**config.mk**
```make
export PLATFORM = sky130hd
export DESIGN_NAME = udp_checksum_pseudo_header
export DESIGN_NICKNAME = d
export VERILOG_FILES = /design/src/hw/rtl/udpcs_pkg.sv /design/src/hw/rtl/udp_checksum_pseudo_header.sv /design/src/hw/rtl/udpcs_fifo.sv /design/src/hw/rtl/udpcs_front.sv /design/src/hw/rtl/udpcs_back.sv
export SDC_FILE = /design/constraint.sdc
export NUM_CORES = 1
export LEC_CHECK = 0
export BUFFER_PORTS_ARGS = -buffer_cell sky130_fd_sc_hd__buf_2
export CAP_MARGIN = 25
export CELL_PAD_IN_SITES_DETAIL_PLACEMENT = 0
export CELL_PAD_IN_SITES_GLOBAL_PLACEMENT = 2
export CORE_MARGIN = 2
export CORE_UTILIZATION = 37
export CTS_CLUSTER_SIZE = 12
export DETAILED_ROUTE_END_ITERATION = 16
export PLACE_DENSITY = 0.8
export SKIP_LAST_GASP = 1
export SLEW_MARGIN = 30
export SYNTH_ARGS = -nofsm -noshare
export SYNTH_HDL_FRONTEND = slang
export SYNTH_SLANG_ARGS = --single-unit
```
**constraint.sdc**
```tcl
create_clock -name clk -period 8.7 [get_ports clk]
set_input_delay 0.435 -clock clk [delete_from_list [all_inputs] [get_ports clk]]
set_output_delay 0.435 -clock clk [all_outputs]
set_load 0.02 [all_outputs]
```
**src/hw/rtl/udpcs_pkg.sv**
```systemverilog
// ----------------------------------------------------------------------------
// udpcs_pkg
// Shared types, constants and helpers of the UDP checksum block.
// ----------------------------------------------------------------------------
package udpcs_pkg;

  localparam int          WORD_W          = 16;
  localparam logic [2:0]  CKSUM_FIELD_POS = 3'd3;
  localparam logic [2:0]  POS_SATURATE    = 3'd4;
  localparam logic [15:0] CKSUM_MASK      = 16'hffff;

  // one word after classification, queued between front and back
  typedef struct packed {
    logic              first;
    logic              last;
    logic [WORD_W-1:0] word;
    logic [WORD_W-1:0] phsum;
  } udpcs_entry_t;

  typedef struct packed {
    logic         push;
    udpcs_entry_t entry;
  } udpcs_wr_t;

  typedef struct packed {
    logic              push;
    logic [WORD_W-1:0] checksum;
  } udpcs_res_t;

  // end-around carry, input must stay below 0x1ffff
  function automatic logic [WORD_W-1:0] fold17(input logic [WORD_W:0] v);
    logic [WORD_W:0] s;
    s = {1'b0, v[WORD_W-1:0]} + {{WORD_W{1'b0}}, v[WORD_W]};
    return s[WORD_W-1:0];
  endfunction

endpackage

```
**src/hw/rtl/udp_checksum_pseudo_header.sv**
```systemverilog
// ----------------------------------------------------------------------------
// udp_checksum_pseudo_header
// UDP checksum over a streamed segment, pseudo-header included.
// ----------------------------------------------------------------------------
// usage
//   input queue: one 16-bit big-endian segment word per request, written with
//   in_push while in_full is low; the first word also carries the addresses,
//   protocol and length of the pseudo-header; the last word yields a result
//   result queue: out_checksum is valid while out_empty is low, taken by
//   out_pop
//   path: a last word passes the request queue and the back end, and its
//   checksum is registered in the result queue, from which it is popped
//   throughput: one word per cycle while no last word waits on a full
//   result queue; words pass through a MID_DEPTH request queue and
//   results through an OUT_DEPTH result queue
//   reset: both queues are emptied, the running sum and word position clear
//   stall: when the result queue fills, words behind a last word wait in the
//   request queue; once it fills too, in_full rises
// ----------------------------------------------------------------------------
module udp_checksum_pseudo_header
  import udpcs_pkg::*;
#(
  parameter int MID_DEPTH = 4,
  parameter int OUT_DEPTH = 2
) (
  input  logic        clk,
  input  logic        rst_n,
  input  logic        in_push,
  output logic        in_full,
  input  logic [31:0] in_src_addr,
  input  logic [31:0] in_dst_addr,
  input  logic [7:0]  in_protocol,
  input  logic [15:0] in_segment_length,
  input  logic [15:0] in_data_word,
  input  logic        in_first_word,
  input  logic        in_last_word,
  input  logic        in_odd_tail,
  output logic        out_empty,
  input  logic        out_pop,
  output logic [15:0] out_checksum
);

  udpcs_wr_t    wr;
  udpcs_entry_t mid_entry;
  logic         mid_empty, mid_pop;
  udpcs_res_t   res;
  logic         res_full;

  udpcs_front u_front (
    .clk            (clk),
    .rst_n          (rst_n),
    .req_valid      (in_push),
    .q_full         (in_full),
    .src_addr       (in_src_addr),
    .dst_addr       (in_dst_addr),
    .protocol       (in_protocol),
    .segment_length (in_segment_length),
    .data_word      (in_data_word),
    .first_word     (in_first_word),
    .last_word      (in_last_word),
    .odd_tail       (in_odd_tail),
    .wr             (wr)
  );

  udpcs_fifo #(
    .WIDTH ($bits(udpcs_entry_t)),
    .DEPTH (MID_DEPTH)
  ) u_mid_q (
    .clk   (clk),
    .rst_n (rst_n),
    .push  (wr.push),
    .wdata (wr.entry),
    .full  (in_full),
    .pop   (mid_pop),
    .rdata (mid_entry),
    .empty (mid_empty)
  );

  udpcs_back u_back (
    .clk      (clk),
    .rst_n    (rst_n),
    .entry    (mid_entry),
    .q_empty  (mid_empty),
    .q_pop    (mid_pop),
    .res_full (res_full),
    .res      (res)
  );

  udpcs_fifo #(
    .WIDTH (WORD_W),
    .DEPTH (OUT_DEPTH)
  ) u_out_q (
    .clk   (clk),
    .rst_n (rst_n),
    .push  (res.push),
    .wdata (res.checksum),
    .full  (res_full),
    .pop   (out_pop),
    .rdata (out_checksum),
    .empty (out_empty)
  );

endmodule

```
**src/hw/rtl/udpcs_fifo.sv**
```systemverilog
// ----------------------------------------------------------------------------
// udpcs_fifo
// Small register queue with simultaneous push and pop.
// ----------------------------------------------------------------------------
module udpcs_fifo #(
  parameter int WIDTH = 16,
  parameter int DEPTH = 2
) (
  input  logic             clk,
  input  logic             rst_n,
  input  logic             push,
  input  logic [WIDTH-1:0] wdata,
  output logic             full,
  input  logic             pop,
  output logic [WIDTH-1:0] rdata,
  output logic             empty
);

  localparam int AW = (DEPTH > 1) ? $clog2(DEPTH) : 1;
  localparam int CW = $clog2(DEPTH + 1);

  logic [WIDTH-1:0] mem_r [DEPTH];
  logic [AW-1:0]    wptr_r, wptr_nxt;
  logic [AW-1:0]    rptr_r, rptr_nxt;
  logic [CW-1:0]    cnt_r, cnt_nxt;
  logic             do_push, do_pop;

  assign full    = (cnt_r == CW'(DEPTH));
  assign empty   = (cnt_r == '0);
  assign do_push = push && !full;
  assign do_pop  = pop && !empty;
  assign rdata   = mem_r[rptr_r];

  always_comb begin
    wptr_nxt = wptr_r;
    rptr_nxt = rptr_r;
    cnt_nxt  = cnt_r;
    if (do_push) begin
      wptr_nxt = (wptr_r == AW'(DEPTH - 1)) ? '0 : wptr_r + 1'b1;
    end
    if (do_pop) begin
      rptr_nxt = (rptr_r == AW'(DEPTH - 1)) ? '0 : rptr_r + 1'b1;
    end
    case ({do_push, do_pop})
      2'b10:   cnt_nxt = cnt_r + 1'b1;
      2'b01:   cnt_nxt = cnt_r - 1'b1;
      default: cnt_nxt = cnt_r;
    endcase
  end

  always_ff @(posedge clk) begin
    if (!rst_n) begin
      wptr_r <= '0;
      rptr_r <= '0;
      cnt_r  <= '0;
    end else begin
      wptr_r <= wptr_nxt;
      rptr_r <= rptr_nxt;
      cnt_r  <= cnt_nxt;
    end
  end

  always_ff @(posedge clk) begin
    if (do_push) begin
      mem_r[wptr_r] <= wdata;
    end
  end

endmodule

```
**src/hw/rtl/udpcs_front.sv**
```systemverilog
// ----------------------------------------------------------------------------
// udpcs_front
// Tracks the word position, masks the checksum field and the odd tail byte,
// and sums the pseudo-header on the first word of a segment.
// ----------------------------------------------------------------------------
module udpcs_front
  import udpcs_pkg::*;
(
  input  logic        clk,
  input  logic        rst_n,
  input  logic        req_valid,
  input  logic        q_full,
  input  logic [31:0] src_addr,
  input  logic [31:0] dst_addr,
  input  logic [7:0]  protocol,
  input  logic [15:0] segment_length,
  input  logic [15:0] data_word,
  input  logic        first_word,
  input  logic        last_word,
  input  logic        odd_tail,
  output udpcs_wr_t   wr
);

  logic [2:0]  pos_r, pos_nxt;
  logic [2:0]  pos_eff;
  logic [15:0] word_m;
  logic [18:0] ph_raw;
  logic [16:0] ph_f1;
  logic        accept;

  assign accept  = req_valid && !q_full;
  assign pos_eff = first_word ? 3'd0 : pos_r;

  always_comb begin
    word_m = data_word;
    if (last_word && odd_tail) begin
      word_m = {data_word[15:8], 8'h00};
    end
    if (pos_eff == CKSUM_FIELD_POS) begin
      word_m = '0;
    end
  end

  // pseudo-header: addresses, zero and protocol, length
  always_comb begin
    ph_raw = {3'b000, src_addr[31:16]} + {3'b000, src_addr[15:0]}
           + {3'b000, dst_addr[31:16]} + {3'b000, dst_addr[15:0]}
           + {11'd0, protocol} + {3'b000, segment_length};
    ph_f1  = {1'b0, ph_raw[15:0]} + {14'd0, ph_raw[18:16]};
  end

  assign pos_nxt = (pos_eff < POS_SATURATE) ? pos_eff + 3'd1 : pos_eff;

  always_ff @(posedge clk) begin
    if (!rst_n) begin
      pos_r <= '0;
    end else if (accept) begin
      pos_r <= pos_nxt;
    end
  end

  always_comb begin
    wr.push        = req_valid;
    wr.entry.first = first_word;
    wr.entry.last  = last_word;
    wr.entry.word  = word_m;
    wr.entry.phsum = fold17(ph_f1);
  end

endmodule

```
**src/hw/rtl/udpcs_back.sv**
```systemverilog
// ----------------------------------------------------------------------------
// udpcs_back
// Running ones-complement sum with end-around carry; emits the complemented
// sum on the last word of a segment.
// ----------------------------------------------------------------------------
module udpcs_back
  import udpcs_pkg::*;
(
  input  logic         clk,
  input  logic         rst_n,
  input  udpcs_entry_t entry,
  input  logic         q_empty,
  output logic         q_pop,
  input  logic         res_full,
  output udpcs_res_t   res
);

  logic [15:0] sum_r, sum_nxt;
  logic [15:0] acc;
  logic [16:0] raw;
  logic        go;

  assign go      = !q_empty && (!entry.last || !res_full);
  assign acc     = entry.first ? entry.phsum : sum_r;
  assign raw     = {1'b0, acc} + {1'b0, entry.word};
  assign sum_nxt = fold17(raw);
  assign q_pop   = go;

  always_ff @(posedge clk) begin
    if (!rst_n) begin
      sum_r <= '0;
    end else if (go) begin
      sum_r <= sum_nxt;
    end
  end

  always_comb begin
    res.push     = go && entry.last;
    res.checksum = ~sum_nxt & CKSUM_MASK;
  end

endmodule

```
**Word-level counts from Yosys, hierarchy flattened**

Memory sizes are Yosys's and may differ from the RTL's. A register that Yosys moved wholly into a read port is not among the register bits.
Cells that the tools add are included.

- Memory bits (read-only): 0
- Memories kept: 2
- Register bits: 30
- Bits of input ports: 111
- Word-level logic and storage cells: 75
- Latch bits: 0
- Bits in writable memories: 168
- Output and inout port bits: 18

Memory list:

| name | depth | width | rd ports | clocked after memory_dff | wr ports | RTL line | source |
|---|---|---|---|---|---|---|---|
| u_mid_q.mem_r | 4 | 34 | 1 | 1 | 1 | udpcs_fifo.sv:22 | `logic [WIDTH-1:0] mem_r [DEPTH];` |
| u_out_q.mem_r | 2 | 16 | 1 | 1 | 1 | udpcs_fifo.sv:22 |  |

- Multiplexer cells: 19
- Reductions and logical operators: 17
- Add/sub/neg operators: 18
- Shift-type cells: 0
- Magnitude comparators: 1
- Div/mod/pow operators: 0
- Multipliers: 0
- Bitwise logic cells: 1
- Equality and inequality tests: 9

Operators by type and width:

| cell | count |
|---|---|
| $add A19 B16 Y19 | 3 |
| $add A16 B16 Y17 | 2 |
| $add A16 B1 Y16 | 2 |
| $mux W16 | 2 |
| $add A19 B8 Y19 | 1 |
| $add A16 B3 Y17 | 1 |
| $not A16 Y16 | 1 |
| $eq A2 B2 Y1 const B | 5 |
| $mux W1 | 8 |
| $mux W2 | 4 |
| $mux W8 | 1 |
| $logic_and A1 B1 Y1 | 7 |
| $add A2 B1 Y2 const B | 3 |
| $add A3 B1 Y3 const B | 2 |
| $mux W3 | 2 |
| $pmux W3 S2 | 1 |
| $logic_not A1 Y1 | 5 |
| $eq A2 B1 Y1 const B | 2 |
| $pmux W2 S2 | 1 |
| $reduce_bool A2 Y1 | 2 |
| $eq A3 B2 Y1 const B | 1 |
| $eq A3 B3 Y1 const B | 1 |
| $logic_not A3 Y1 | 1 |
| $lt A3 B3 Y1 const B | 1 |
| other kinds (5) | 6 |

**Longest topological paths before layout**

- Word-level depth: 8
- Mapped depth: 43
- Gate-level depth less buffers: 42

**Modules after synthesis**

A second synthesis with hierarchy kept.

- Cell total of the unflattened synthesis: 980
- Area, all modules: 12284.3 um2

Modules (own cells, without submodules):

| module | cells each | times used | area an instance (um2) | sequential area each (um2) |
|---|---|---|---|---|
| udpcs_fifo (u_mid_q) | 234 | 1 | 5449.0 | 4264.1 |
| udpcs_front | 441 | 1 | 3544.6 | 60.1 |
| udpcs_back | 229 | 1 | 1903.1 | 320.3 |
| udpcs_fifo (u_out_q) | 76 | 1 | 1387.6 | 1061.0 |

**Worst setup path before layout**

Ideal clock, no wire load.

- Kind: input -> register
- Start: in in_src_addr[0]
- End: mem u_mid_q.mem_r[0][15] (netlist name) (data pin)
- Path slack: -0.700 ns
- Arrival: 9.124 ns
- Buffers on the path: 1
- Setup time: 0.276 ns
- Data required time: 8.424 ns
- Cell stages on the path: 40
- Cells stage by stage: ha_1 > inv_1 > fa_1 > nor2b_1 > o21ai_0 > a21boi_0 > o21ai_0 > a21boi_0 > nor2_1 > fa_1 > fa_1 > inv_1 > fa_1 > inv_1 > ha_1 > clkbuf_1 > nor3_1 > or2_1 > [... 4 more ...] > a21o_1 > a21oi_1 > xor2_1 > fa_1 > a21oi_1 > a211oi_1 > nand4_1 > or4_4 > or2_1 > or4_4 > nor3_1 > ha_1 > nand3_1 > or3_1 > and4bb_2 > o2111ai_2 > a221oi_2 > xnor2_1

RTL lines:

| element | RTL line | source |
|---|---|---|
| start, declared | udp_checksum_pseudo_header.sv:30 | `input logic [31:0] in_src_addr,` |
| end, declared | udpcs_fifo.sv:22 |  |

==> impl_metrics.py <==
metrics = {
    "routing": {
        "wirelength_um": 24700,
        "drc_errors": 0,
        "drtIter0Drc": 281,
        "wire_per_inst_um": 15.0,
        "vias": 8069,
        "routed_via_density": 4.88,
        "drtAntennaViolNets": 0,
        "first_pass_iters": 4,
    },
    "floorplanning": {
        "core_area_mm2": 0.0325,
        "fp-row-count": 66,
        "io_pins": 129,
        "die_y_um": 185,
        "initial_core_util_pct": 37.5,
        "die_x_um": 185,
        "die_area_mm2": 0.0344,
    },
    "flow_run": {
        "drv_cap": 0,
    },
    "clocking": {
        "insertion_delay_ns": 0.49,
        "htreeDepth": 1,
        "cts_tree": "built",
        "cts_buffer_depth": 3,
        "cts_sinks": 201,
        "clk_pin_slew_ns": 0.05,
        "cts_buffers": 21,
        "clockRootBuffer": "clkbuf_16",
    },
    "worst_setup_path": {
        "crit_path_end_kind": "register",
        "start_kind": "primary input",
        "crit_buf_inv": 3,
        "crit_path_top_delay_cell": "fa_1",
        "cp.arrival_ns": 8.79,
        "crit_required_ns": 8.90,
        "critical_path.max_stage_delay_ns": 0.54,
        "worstSetupPathType": "primary input to register",
        "path_delay_family": "simple AND/OR/NAND/NOR gates",
        "path_max_fanout": 4,
    },
    "synth": {
        "async_flop_share_pct": 0,
        "synth_warnings": 0,
        "syn_area_mm2": 0.0122,
        "synthFlopType": "edfxtp_1",
        "synth_cell_type_count": 77,
        "synth_cells": 971,
        "synth_largest_area_cell": "edfxtp_1",
        "synth_enable_flop_cells": 168,
        "yosysSeqAreaShare_pct": 46.8,
        "synth_top_area_share_pct": 41.4,
        "syn_avg_cell_area_um2": 12.5,
        "syn-num-nets": 1202,
        "ys_ff_latch": 201,
        "ys_top_cells_by_area": "edfxtp_1 41%, ha_1 7.8%, fa_1 7.2%, mux4_2 6.3%, dfxtp_1 5.4%",
    },
    "grt": {
        "grt_usage_pct": 14.5,
        "antenna_found_initial": 0,
        "grt_pass1_vias": 8151,
        "grt_max_degree": 35,
        "grt_first_pass_wirelength_um": 39900,
        "gr-total-overflow": 0,
    },
    "run_status": {
        "status": "completed",
    },
    "cells_and_area": {
        "syn_to_final_growth_pct": 22.5,
        "final_common_cell": "edfxtp_1",
        "layout_common_cells": "168 x edfxtp_1, 126 x buf_2, 97 x buf_4, 93 x inv_1, 68 x ha_1",
        "nets": 1428,
        "drive_gt1_share_pct": 31.5,
        "antenna_cells": 0,
    },
    "timing": {
        "clock_skew_ns": 0.0141,
        "max_freq_ghz": 0.116,
        "final_hold_viol_count": 0,
        "fin_crit_sh_pct": 98.7,
        "tightest_slew_ns": 0.975,
        "fin_tns_setup_ns": 0,
        "maxSlewHeadroom_pct": 35.0,
        "final-setup-viol-count": 0,
        "rsz0062_at_grt": "yes",
        "finalCriticalPeriod_ns": 8.59,
        "fin_ws_ns": 0.112,
        "drv_slew": 0,
    },
    "min_path": {
        "hold_class": "primary input to register",
    },
    "place": {
        "hpwl_um": 19100,
        "place_ws_ns": -0.627,
        "port_buffers": 128,
        "gp_congestion": 0.828,
    },
}
==> registers in the layout, summed over array words and instances (netlist names), named ones only <==
register	cells
u_out_q.rptr_r	1
u_out_q.mem_r	32
u_back.sum_r	16
u_front.pos_r	3
u_mid_q.mem_r	136
u_mid_q.cnt_r	3
u_mid_q.rptr_r	2
u_out_q.cnt_r	2
u_mid_q.wptr_r	2
u_out_q.wptr_r	1
==> path summary, 6_finish.rpt <==
kind	end	startpoint	cells after the start	slack, ns
worst max-delay path	u_mid_q.mem_r[2][15]$_DFFE_PP_	in_src_addr[17]	38	0.11
worst min-delay path	u_mid_q.mem_r[2][32]$_DFFE_PP_	in_last_word	1	0.21
worst max register to register	u_back.sum_r[14]$_SDFFE_PN0P_	register	20	2.86
worst min register to register	u_front.pos_r[1]$_SDFFE_PN0P_	u_front.pos_r[1]$_SDFFE_PN0P_	2	0.45
==> layer usage <==
metal | GRT usage (%) | wire (um) | up-vias
met5 | 0 | 0 | -
met4 | 3.14 | 374 | 0
met3 | 1.98 | 980 | 28
met2 | 27.1 | 12500 | 162
met1 | 17.8 | 10900 | 3851
li1 | - | - | 4028
==> cells in the mapped netlist, types with 6 or more instances <==
cell / number
edfxtp_1: 168
inv_1: 94
ha_1: 76
nor2_1: 55
fa_1: 44
nand2_1: 44
xnor2_1: 41
a21oi_1: 35
mux4_2: 34
dfxtp_1: 33
and2_1: 32
mux2_2: 30
xor2_1: 29
o21ai_0: 28
a211oi_1: 16
clkbuf_1: 16
nor3_1: 15
nand3_1: 14
a21o_1: 12
and3_1: 10
nor2b_1: 9
or3_1: 9
a211o_1: 7
a311oi_1: 6
buf_1: 6
mux2i_1: 6
nand2b_1: 6
nor4_1: 6
o211ai_1: 6
o21a_1: 6
==> repair_timing <==
action                     4_1_cts  5_1_grt
resized for setup                5       32
setup endpoints to repair       24       40
pin swaps                       10       16
hold buffers                     0        0
setup buffers                    2        6
==> layout make-up <==
type                       count  area (um^2)
fill                        2962        17500
multi-input combinational    652         6300
sequential                   201         5710
timing repair buffer         226         1400
clock buffer                  33          581
tap                          442          553
inverter                      95          357
clock inverter                 3         22.5
==> metrics by stage <==
stage | area (um^2) | util (%) | hold WS (ns) | instances
floorplan | 12300 | - | 0.432 | 971
global placement | 14100 | 43.4 | 0.440 | 1610
detailed placement | 14100 | 43.4 | 0.449 | 1610
CTS | 14700 | 45.4 | 0.205 | 1648
global route | 14900 | 46.0 | 0.210 | 1652
finish | 14900 | 46.0 | 0.205 | 1652
==> cells by family (layout without fill, tap and decap cells) <==
| kind of cell | after synthesis | in the layout | share of synthesized area (%) |
|---|---|---|---|
| muxes | 70 | 70 | 9.55 |
| xor gates and xnor gates | 74 | 74 | 5.62 |
| adders and majority gates | 120 | 120 | 15.0 |
| DFF | 201 | 201 | 46.8 |
| AOI/OAI and AO/OA | 159 | 159 | 9.39 |
| and+or+nand+nor | 229 | 229 | 9.93 |
| buffers and inverters | 118 | 357 | 3.65 |
==> worst register-to-register path: stages, from the launching register on <==
cell	delay, ns
dfxtp_2	0.59
buf_4	0.49
mux4_2	0.62
mux2_2	0.29
ha_1	0.22
fa_1	0.42
a21oi_1	0.21
o21bai_1	0.21
a21oi_1	0.32
o22ai_1	0.14
o41ai_1	0.47
nor2b_1	0.10
o21ai_0	0.19
nand2b_1	0.08
ha_1	0.23
ha_1	0.22
and2_1	0.16
and3_1	0.23
nor4bb_1	0.15
xor2_1	0.25
a21oi_1	0.11
Power is not shown: default switching activity piles up to over one toggle a cycle in this logic, so the estimate is an artifact.
